--- config.mk ---
export PLATFORM = sky130hd
export DESIGN_NAME = image_rotate_forward_map
export DESIGN_NICKNAME = d
export VERILOG_FILES = /design/src/hw/rtl/rotf_pkg.sv /design/src/hw/rtl/rotf_regs.sv /design/src/hw/rtl/rotf_core.sv /design/src/hw/rtl/image_rotate_forward_map.sv
export SDC_FILE = /design/constraint.sdc
export NUM_CORES = 2
export LEC_CHECK = 0
export BUFFER_PORTS_ARGS = -buffer_cell sky130_fd_sc_hd__buf_2
export CAP_MARGIN = 5
export CORE_UTILIZATION = 50
export DETAILED_ROUTE_END_ITERATION = 10
export PLACE_DENSITY = 0.69
export SYNTH_ARGS = -nofsm -noshare
export SYNTH_HDL_FRONTEND = slang
export SYNTH_SLANG_ARGS = --single-unit
--- constraint.sdc ---
create_clock -name clk -period 11.4 [get_ports clk]
set_clock_uncertainty 0.2 [all_clocks]
set_input_delay 2.28 -clock clk [delete_from_list [all_inputs] [get_ports clk]]
set_output_delay 2.28 -clock clk [all_outputs]
set_load 0.01 [all_outputs]
--- src/hw/rtl/rotf_pkg.sv ---
// Shared types and constants for the forward-mapping image rotator.
`default_nettype none

package rotf_pkg;

  // Fixed field widths of the input and result words.
  localparam int unsigned COORD_BITS     = 12;
  localparam int unsigned DIM_BITS       = 13;
  localparam int unsigned TRIG_BITS      = 16;
  localparam int unsigned PIXEL_BITS     = 32;
  localparam int unsigned ADDR_BITS      = 24;
  localparam int unsigned TRIG_FRAC_BITS = 14;
  localparam int unsigned MAX_DIM        = 4096;

  // Configuration port.
  localparam int unsigned APB_ADDR_BITS = 5;
  localparam int unsigned APB_DATA_BITS = 32;

  // Datapath widths derived from the fields.
  localparam int unsigned CENT_BITS = DIM_BITS + 2;          // centered half-pixel coordinate
  localparam int unsigned PROD_BITS = CENT_BITS + TRIG_BITS; // one rotation product
  localparam int unsigned SUM_BITS  = PROD_BITS + 2;         // rotated position
  localparam int unsigned POS_BITS  = SUM_BITS - TRIG_FRAC_BITS - 1; // integer pixel part

  localparam logic [DIM_BITS-1:0]  DIM_RESET = DIM_BITS'(MAX_DIM);
  localparam logic [TRIG_BITS-1:0] COS_RESET = TRIG_BITS'(1 << TRIG_FRAC_BITS);
  localparam logic [TRIG_BITS-1:0] SIN_RESET = '0;

  typedef enum logic [2:0] {
    REG_SRC_WIDTH  = 3'd0,
    REG_SRC_HEIGHT = 3'd1,
    REG_DST_WIDTH  = 3'd2,
    REG_DST_HEIGHT = 3'd3,
    REG_COS        = 3'd4,
    REG_SIN        = 3'd5
  } reg_index_t;

  typedef struct packed {
    logic        [DIM_BITS-1:0]  src_width;
    logic        [DIM_BITS-1:0]  src_height;
    logic        [DIM_BITS-1:0]  dst_width;
    logic        [DIM_BITS-1:0]  dst_height;
    logic signed [TRIG_BITS-1:0] cos_q14;
    logic signed [TRIG_BITS-1:0] sin_q14;
  } cfg_t;

  typedef struct packed {
    logic [COORD_BITS-1:0] src_col;
    logic [COORD_BITS-1:0] src_row;
    logic [PIXEL_BITS-1:0] pixel_value;
  } rotf_in_t;

  typedef struct packed {
    logic [COORD_BITS-1:0] dest_col;
    logic [COORD_BITS-1:0] dest_row;
    logic [ADDR_BITS-1:0]  dest_address;
    logic [PIXEL_BITS-1:0] pixel_out;
  } rotf_out_t;

endpackage

`default_nettype wire

--- src/hw/rtl/rotf_regs.sv ---
// APB register file holding image sizes and rotation coefficients.
`default_nettype none

module rotf_regs (
  input  wire logic                                 clk,
  input  wire logic                                 rst,
  input  wire logic                                 psel,
  input  wire logic                                 penable,
  input  wire logic                                 pwrite,
  input  wire logic [rotf_pkg::APB_ADDR_BITS-1:0]   paddr,
  input  wire logic [rotf_pkg::APB_DATA_BITS-1:0]   pwdata,
  output logic      [rotf_pkg::APB_DATA_BITS-1:0]   prdata,
  output logic                                      pready,
  output rotf_pkg::cfg_t                            cfg
);
  import rotf_pkg::*;

  reg_index_t idx;
  logic       wr_en;

  assign pready = 1'b1;
  assign idx    = reg_index_t'(paddr[APB_ADDR_BITS-1:2]);
  assign wr_en  = psel && penable && pwrite && pready;

  always_ff @(posedge clk) begin
    if (rst) begin
      cfg.src_width  <= DIM_RESET;
      cfg.src_height <= DIM_RESET;
      cfg.dst_width  <= DIM_RESET;
      cfg.dst_height <= DIM_RESET;
      cfg.cos_q14    <= COS_RESET;
      cfg.sin_q14    <= SIN_RESET;
    end else if (wr_en) begin
      case (idx)
        REG_SRC_WIDTH:  cfg.src_width  <= pwdata[DIM_BITS-1:0];
        REG_SRC_HEIGHT: cfg.src_height <= pwdata[DIM_BITS-1:0];
        REG_DST_WIDTH:  cfg.dst_width  <= pwdata[DIM_BITS-1:0];
        REG_DST_HEIGHT: cfg.dst_height <= pwdata[DIM_BITS-1:0];
        REG_COS:        cfg.cos_q14    <= pwdata[TRIG_BITS-1:0];
        REG_SIN:        cfg.sin_q14    <= pwdata[TRIG_BITS-1:0];
        default: ;
      endcase
    end
  end

  always_comb begin
    case (idx)
      REG_SRC_WIDTH:  prdata = APB_DATA_BITS'(cfg.src_width);
      REG_SRC_HEIGHT: prdata = APB_DATA_BITS'(cfg.src_height);
      REG_DST_WIDTH:  prdata = APB_DATA_BITS'(cfg.dst_width);
      REG_DST_HEIGHT: prdata = APB_DATA_BITS'(cfg.dst_height);
      REG_COS:        prdata = APB_DATA_BITS'(unsigned'(cfg.cos_q14));
      REG_SIN:        prdata = APB_DATA_BITS'(unsigned'(cfg.sin_q14));
      default:        prdata = '0;
    endcase
  end

endmodule

`default_nettype wire

--- src/hw/rtl/rotf_core.sv ---
// Four-stage rotation pipeline: input, products, bounds check, address.
`default_nettype none

module rotf_core (
  input  wire logic                clk,
  input  wire logic                rst,
  input  wire rotf_pkg::cfg_t      cfg,
  input  wire logic                src_valid,
  output logic                     src_stall,
  input  wire rotf_pkg::rotf_in_t  src_word,
  output logic                     dest_valid,
  input  wire logic                dest_stall,
  output rotf_pkg::rotf_out_t      dest_word
);
  import rotf_pkg::*;

  // Stage 1: input register.
  logic                  s1_valid;
  rotf_in_t              s1;
  // Stage 2: rotation products.
  logic                  s2_valid;
  logic signed [PROD_BITS-1:0] s2_xc, s2_ys, s2_xs, s2_yc;
  logic [PIXEL_BITS-1:0] s2_pix;
  // Stage 3: destination position, dropped when outside.
  logic                  s3_valid;
  logic [COORD_BITS-1:0] s3_col, s3_row;
  logic [PIXEL_BITS-1:0] s3_pix;

  logic s1_load, s2_load, s3_load, out_load;

  // Each stage takes a new word when it is empty or its word moves on.
  assign out_load  = !dest_valid || !dest_stall;
  assign s3_load   = !s3_valid || out_load;
  assign s2_load   = !s2_valid || s3_load;
  assign s1_load   = !s1_valid || s2_load;
  assign src_stall = !s1_load;

  // Centering in half pixels.
  logic signed [CENT_BITS-1:0] cx, cy;
  assign cx = signed'({2'b00, s1.src_col, 1'b0}) - signed'(CENT_BITS'(cfg.src_width));
  assign cy = signed'({2'b00, s1.src_row, 1'b0}) - signed'(CENT_BITS'(cfg.src_height));

  // Position sums and bounds.
  logic signed [SUM_BITS-1:0] x_pos, y_pos, x_off, y_off;
  logic [POS_BITS-1:0]        dc, dr;
  logic                       in_bounds;

  assign x_off = signed'(SUM_BITS'(cfg.dst_width) << TRIG_FRAC_BITS);
  assign y_off = signed'(SUM_BITS'(cfg.dst_height) << TRIG_FRAC_BITS);
  assign x_pos = SUM_BITS'(s2_xc) - SUM_BITS'(s2_ys) + x_off;
  assign y_pos = SUM_BITS'(s2_xs) + SUM_BITS'(s2_yc) + y_off;
  assign dc    = x_pos[SUM_BITS-1 -: POS_BITS];
  assign dr    = y_pos[SUM_BITS-1 -: POS_BITS];

  // A negative position has its top bit set, so it also fails the compare
  // against MAX_DIM; the sign test is kept for clarity.
  assign in_bounds = !x_pos[SUM_BITS-1] && !y_pos[SUM_BITS-1]
               && (dc < POS_BITS'(cfg.dst_width)) && (dr < POS_BITS'(cfg.dst_height))
               && (dc < POS_BITS'(MAX_DIM)) && (dr < POS_BITS'(MAX_DIM));

  logic [2*DIM_BITS-1:0] addr_full;
  assign addr_full = (2*DIM_BITS)'(s3_row) * (2*DIM_BITS)'(cfg.dst_width)
                   + (2*DIM_BITS)'(s3_col);

  always_ff @(posedge clk) begin
    if (rst) begin
      s1_valid   <= 1'b0;
      s2_valid   <= 1'b0;
      s3_valid   <= 1'b0;
      dest_valid <= 1'b0;
    end else begin
      if (s1_load)  s1_valid   <= src_valid;
      if (s2_load)  s2_valid   <= s1_valid;
      if (s3_load)  s3_valid   <= s2_valid && in_bounds;
      if (out_load) dest_valid <= s3_valid;
    end
  end

  always_ff @(posedge clk) begin
    if (s1_load) begin
      s1 <= src_word;
    end
    if (s2_load) begin
      s2_xc  <= PROD_BITS'(cx) * PROD_BITS'(cfg.cos_q14);
      s2_ys  <= PROD_BITS'(cy) * PROD_BITS'(cfg.sin_q14);
      s2_xs  <= PROD_BITS'(cx) * PROD_BITS'(cfg.sin_q14);
      s2_yc  <= PROD_BITS'(cy) * PROD_BITS'(cfg.cos_q14);
      s2_pix <= s1.pixel_value;
    end
    if (s3_load) begin
      s3_col <= dc[COORD_BITS-1:0];
      s3_row <= dr[COORD_BITS-1:0];
      s3_pix <= s2_pix;
    end
    if (out_load) begin
      dest_word.dest_col     <= s3_col;
      dest_word.dest_row     <= s3_row;
      dest_word.dest_address <= addr_full[ADDR_BITS-1:0];
      dest_word.pixel_out    <= s3_pix;
    end
  end

endmodule

`default_nettype wire

--- src/hw/rtl/image_rotate_forward_map.sv ---
// Top level of the forward-mapping image rotator with truncating placement.
//
// Each source word (column, row, pixel) is centered on the source image in
// half pixels, rotated by the programmed Q2.14 cosine and sine, and placed on
// the destination image. A word whose rotated position lands inside the
// destination comes out with its truncated column, row, linear address
// (row * dst_width + column) and the pixel unchanged; any other word is
// dropped. The block takes one word every clock unless the pipeline is full and
// the result word is held. An accepted word sits in the input register, then
// passes the three stages behind it: the four rotation multipliers, the
// position sum and bounds check, and the address multiply-add. Registers must
// be written over APB only while no word is in flight; the block does not check.
`default_nettype none

module image_rotate_forward_map (
  input  wire logic                                clk,
  input  wire logic                                rst,
  input  wire logic                                psel,
  input  wire logic                                penable,
  input  wire logic                                pwrite,
  input  wire logic [rotf_pkg::APB_ADDR_BITS-1:0]  paddr,
  input  wire logic [rotf_pkg::APB_DATA_BITS-1:0]  pwdata,
  output logic      [rotf_pkg::APB_DATA_BITS-1:0]  prdata,
  output logic                                     pready,
  input  wire logic                                src_valid,
  output logic                                     src_stall,
  input  wire rotf_pkg::rotf_in_t                  src_word,
  output logic                                     dest_valid,
  input  wire logic                                dest_stall,
  output rotf_pkg::rotf_out_t                      dest_word
);
  import rotf_pkg::*;

  cfg_t cfg;

  rotf_regs u_regs (
    .clk     (clk),
    .rst     (rst),
    .psel    (psel),
    .penable (penable),
    .pwrite  (pwrite),
    .paddr   (paddr),
    .pwdata  (pwdata),
    .prdata  (prdata),
    .pready  (pready),
    .cfg     (cfg)
  );

  rotf_core u_core (
    .clk        (clk),
    .rst        (rst),
    .cfg        (cfg),
    .src_valid  (src_valid),
    .src_stall  (src_stall),
    .src_word   (src_word),
    .dest_valid (dest_valid),
    .dest_stall (dest_stall),
    .dest_word  (dest_word)
  );

  // The pipeline only pushes back when every stage is full and the result
  // word is held.
  a_stall_only_when_blocked: assert property (@(posedge clk) disable iff (rst)
    src_stall |-> (dest_valid && dest_stall))
    else $error("input stalled while the result register can move");

  // Every word that comes out lies inside the destination image.
  a_result_inside: assert property (@(posedge clk) disable iff (rst)
    dest_valid |-> ((DIM_BITS'(dest_word.dest_col) < cfg.dst_width)
                 && (DIM_BITS'(dest_word.dest_row) < cfg.dst_height)))
    else $error("result word lies outside the destination image");

endmodule

`default_nettype wire

==> Yosys cells after proc, flatten, opt, wreduce, memory -nomap -nowiden <==
Index checks and enable logic that the tools add are counted.
W data, S select, Z words.
{ "totals": {"inputBits": 100, "output_inout_bits": 115, "regBits": 436} }
{ "op_classes": {"n_addsub": 7, "n_eq_ne": 5, "order_cmp": 4, "n_mul": 5, "muxes": 1, "n_reduce_logical": 27} }
{ "op_table": {"columns": ["operator", "n"], "rows": [
  ["$mul A14 B16 Y30", 4],
  ["$pmux W16 S6", 1],
  ["$add A33 B28 Y33", 2],
  ["$lt A18 B13 Y1", 2],
  ["$lt A18 B13 Y1 const B", 2],
  ["$add A31 B31 Y32", 1],
  ["$sub A31 B31 Y32", 1],
  ["$sub A13 B13 Y14", 2],
  ["$add A24 B12 Y24", 1],
  ["$mul A12 B13 Y24", 1],
  ["$reduce_and A2 Y1", 6],
  ["$logic_and A1 B1 Y1", 8],
  ["$logic_not A1 Y1", 8],
  ["$eq A3 B2 Y1 const B", 2],
  ["$eq A3 B3 Y1 const B", 2],
  ["$logic_or A1 B1 Y1", 4],
  ["$eq A3 B1 Y1 const B", 1],
  ["$logic_not A3 Y1", 1]
]} }

==> Longest topological paths before layout <==
{ "depth": {"depth_word": 9, "mapped_depth": 38, "depth_no_buf": 36} }

==> Modules after synthesis <==
From an unflattened synthesis, not the netlist that was laid out.
{ "unflattened": {"hier_cells": 5798, "area_unflattened_um2": 57774.2} }
{ "modules_own_cells": {"columns": ["mod", "cells_each", "n_inst", "area_per_inst_um2"], "rows": [
  ["rotf_core", 5334, 1, 53628.9],
  ["rotf_regs", 464, 1, 4145.2]
]} }

==> Least setup slack after synthesis <==
Ideal clock, no wire load.
{ "synth_path": {"path_type": "reg2reg", "start": "register, netlist name u_regs.cfg[58]", "end": "register u_core.s2_yc[28] (data pin)", "path_slack_ns": 2.419, "stages_incl_launch_ff": 35, "path_buffers": 2, "arrival_time_ns": 8.522, "synth_period_minus_slack_ns": 8.981, "setup_ns": 0.260, "path_cell_list": "dfxtp_1 buf_1 inv_1 fa_1 a21o_1 a21oi_1 o21ai_0 a21oi_1 o21ai_0 a21oi_1 nor2b_1 o21a_1 o41ai_1 xnor2_1 clkbuf_1 and2_1 fa_1 fa_1 fa_1 fa_1 fa_1 inv_1 fa_1 inv_1 ha_1 a21o_1 a21o_1 a21o_1 or3_1 nor3_1 nor3_1 o31ai_1 o21ai_1 a21boi_0 xnor2_1"} }
{ "synth_via": {"elab_chain_len": 2} }
{ "synth_lines": {"columns": ["element", "line", "text"], "rows": [
  ["$sub A13 B13 Y14", "rotf_core.sv:41", "assign cy = signed'({2'b00, s1.src_row, 1'b0}) - signed'(CENT_BITS'(cfg.src_height));"],
  ["$mul A14 B16 Y30", "rotf_core.sv:87", "s2_yc <= PROD_BITS'(cy) * PROD_BITS'(cfg.cos_q14);"],
  ["to (signal assigned)", "rotf_core.sv:87", null],
  ["to (decl)", "rotf_core.sv:22", "logic signed [PROD_BITS-1:0] s2_xc, s2_ys, s2_xs, s2_yc;"]
]} }
Every way passes these cells.
A chain may end at the register's enable or synchronous reset.

==> Worst setup path in the final report <==
{ "layout_path": {"start": "register, netlist name u_regs.cfg[59]", "end": "register u_core.s2_yc[28] (data pin)"} }
{ "layout_via": {"elab_chain_len": 2} }
{ "layout_lines": {"columns": ["element", "line"], "rows": [
  ["$sub A13 B13 Y14", "rotf_core.sv:41"],
  ["$mul A14 B16 Y30", "rotf_core.sv:87"]
]} }
Every way passes these cells.

==> out/metrics.csv <==
stage,metric,value,unit
sta,final count of negative-setup-slack endpoints,0,
placed_design,RePlAce Congestion,0.911,
sta,unrepaired setup endpoints after global routing,no,
route,wire per inst,19.4,um
worst_setup_path,kind of critical path,reg -> reg,
synthesis,post-synthesis register bit count,432,
layout,P&R area growth vs syn,7.18,%
layout,"non-filler cells, final",7491,
route,Post-Route WL,146000,um
sta,hold slack final,0.214,ns
placed_design,Cell Count Post-Placement,7401,
clock_tree,CTS-repair resized insts,0,
worst_setup_path,arrival time reported for the critical path endpoint,10.73,ns
clock_tree,post-cts hold buffer count,0,
floorplan,die outline area,117000,um^2
global_route,fraction of met1 tracks used by global routing,34.8,%
sta,maximum frequency from static timing analysis,94.7,MHz
route,post-detailed-route count of antenna-violating nets,0,
global_route,most heavily used metal layer in global routing,met2,
synthesis,fraction of the yosys area taken by sequential cells,21.0,%
clock_tree,clock transition time at the flip-flop clock pins of the worst setup and hold paths,0.06,ns
worst_setup_path,startpoint type of the worst setup path,flip-flop,
layout,layout cells sized above 1,6.76,%
clock_tree,Skew-Pair Late Insertion Delay,0.64,ns
synthesis,"Distinct cells, synth",76,
sta,portion of the clock cycle consumed by the worst path in the final layout,92.7,%
sta,final number of hold-violating endpoints,0,
global_route,grt met2 use,42.4,%
synthesis,number of enable flip-flop cells after synthesis,344,
synthesis,most used flip-flop cell after synthesis,edfxtp_1,
sta,Setup TNS Final,0,ns
synthesis,Syn Area/Cell,9.78,um^2
floorplan,effective utilization at floorplan,50.4,%
outcome,run status,completed,
global_route,met3 Usage GRT,3.89,%
synthesis,Synth Instances,5886,
worst_setup_path,endpoint type of the worst setup path,flip-flop,
worst_setup_path,Worst path most repeated cell,fa_1,
floorplan,I/O pin total,215,
worst_setup_path,CP max stage delay,0.61,ns
global_route,maximum number of pins on one net before global-route repair,89,
clock_tree,maximum number of buffers from clock root to sink,3,
worst_setup_path,Critical-path top delay cell,o41ai_1,
global_route,via count of the first global-routing pass,42228,
placed_design,buffers added on ports,179,
global_route,number of antenna violations at the first check in global routing,6,
synthesis,library cell with the largest summed area after synthesis,fa_1,
global_route,total global routing track utilization,25.8,%
route,Remaining DRCs,0,
synthesis,proportion of netlist area held by the largest area contributor,34.8,%
clock_tree,Root Buffer,clkbuf_16,
sta,Tightest Pin Transition,1.24,ns
worst_setup_path,Crit path required time,11.57,ns
synthesis,share of flip-flops with an asynchronous set or reset after synthesis,0,%
global_route,global-route wire length before repair,233000,um
synthesis,Syn. warnings,0,
placed_design,detailed placer's ending HPWL,113000,um
clock_tree,TritonCTS Buffers,48,
floorplan,area of the core,114000,um^2
clock_tree,H-tree depth,2,
clock_tree,TritonCTS clock tree,yes,
clock_tree,CTS sink count,432,
route,Detailed Routing Iterations Pass 1,6,
route,via density per instance,5.42,
layout,nets,7521,
worst_setup_path,worst-path fanout max,19,
layout,final core occ,54.1,%
power_and_ir_drop,power density over cell area,130,nW/um^2
sta,tightest slew margin relative to the limit,17.0,%
route,DRC marker count from the first detailed-route iteration,3074,
power_and_ir_drop,leakage,29.8,nW
run,Max-cap violations,0,
global_route,total congestion overflow,0,
synthesis,largest cells by area after synthesis,"fa_1 35%, edfxtp_1 18%, ha_1 10%",
sta,final period demand of the worst path,10.56,ns
synthesis,Netlist Area Pre-Place,57600,um^2
min_path,path class of the lowest-slack min-delay path,reg -> reg,
clock_tree,postcts setup bufs,0,
floorplan,Rows,124,
layout,fillcell total,10152,
floorplan,die width,341,um
power_and_ir_drop,peak supply drop,0.161,mV
route,Via Count,40634,
floorplan,Vert. Die Dim,341,um
sta,Pins Over Slew Limit,0,
per-stage QoR:
step                      setup slack [ns]  cell area, um^2  power (mW)
after floorplan                       2.42            57600        4.98
after global placement                1.11            60100        6.28
after detailed placement             0.968            60100        6.40
after CTS                            0.930            61700        8.01
after global routing                 0.242            61700        8.58
final                                0.836            61700        8.04
routing by layer:
metal  vias to the layer above  wire length [um]
met5                         -                23
met4                         4              5910
met3                       293             11200
met2                      1470             68400
met1                     20677             60100
li1                      18190                 -
registers in the layout (all words and copies together), names as in the netlist:
register and count:
u_core.s3_row 12, u_core.s1 56, u_core.s2_valid 1, u_core.s2_ys 30, u_regs.cfg 84, u_core.s3_col 12, u_core.s2_xs 30, u_core.s2_yc 30
u_core.s2_xc 30, u_core.s3_pix 32, u_core.dest_word 80, u_core.s1_valid 1, u_core.dest_valid 1, u_core.s3_valid 1, u_core.s2_pix 32
path summary, 6_finish.rpt:
check | startpoint | endpoint | slack, ns | cells after the start
setup / recovery | u_regs.cfg[59]$_SDFFE_PP0P_ | u_core.s2_yc[28]$_DFFE_PP_ | 0.84 | 33
hold / removal | u_core.s1[17]$_DFFE_PN_ | u_core.s2_pix[17]$_DFFE_PP_ | 0.21 | 0
setup reg to reg | u_regs.cfg[59]$_SDFFE_PP0P_ | u_core.s2_yc[28]$_DFFE_PP_ | 0.84 | 33
hold reg to reg | u_core.s1[17]$_DFFE_PN_ | u_core.s2_pix[17]$_DFFE_PP_ | 0.21 | 0
Yosys cell counts (all sizes together) (74+ instances only):
cell type / n
dfxtp: 88
a21oi: 217
nand2: 818
xnor2: 175
nor2: 199
ha: 482
and2: 399
fa: 1000
inv: 1228
a21o: 74
clkbuf: 237
edfxtp: 344
power by group:
group	switching (mW)	total [mW]	leakage (nW)	internal, mW
registers	0.240	2.33	4.42	2.09
logic	2.59	4.10	24.6	1.51
clock network	0.701	1.60	0.763	0.903
total	3.53	8.04	29.8	4.51
cells in the final DEF, fill, tap and decap left out, drive strengths merged, types with 11 or more instances in the layout:
cell and count:
a21oi 217, nand2b 19, nand4 17, mux2i 39
xnor2 175, nor2b 38, dfxtp 88, o21bai 21
nor3 42, inv 1229, or2 26, and3 20
a21o 74, conb 17, nand3 36, edfxtp 344
o21ai 72, fa 1000, clkbuf 62, clkinv 18
or3 17, and2 399, o31ai 11, a211oi 17
o21a 34, nand2 818, xor2 49, buf 251
ha 482, nor2 199
cell families after synthesis:
logic type / count (synthesis) / share of synthesized area [%]
AOI/OAI and AO/OA: 565 / 6.34
and+or+nand+nor: 1642 / 13.3
other: 2 / 0.0130
muxes: 46 / 0.854
buffers and inverters: 1493 / 9.85
DFF: 432 / 21.0
adders and majority gates: 1482 / 45.2
xor gates and xnor gates: 224 / 3.41
worst max-delay path, delay by kind of cell, from the launching register on:
family | cells | cell delay (ns)
adder cells (fa/ha/maj) | 8 | 3.67
AO/OA/AOI/OAI | 14 | 3.68
XOR/XNOR | 2 | 0.54
buffers and inverters | 4 | 0.57
flip-flops | 1 | 0.44
AND/OR/NAND/NOR | 5 | 1.20
final cells by class:
class	count	area [um^2]	share of cell area, %
multi-input cells	3976	40100	64.9
flip-flops and latches	432	12100	19.6
inverters	1230	4620	7.48
well taps	1512	1890	3.06
repair buffers	251	1440	2.33
clock buffers	62	1290	2.10
clock inverters	27	328	0.531
diodes	1	2.50	0.00405
No activity file was read; power rests on OpenSTA's default activity.
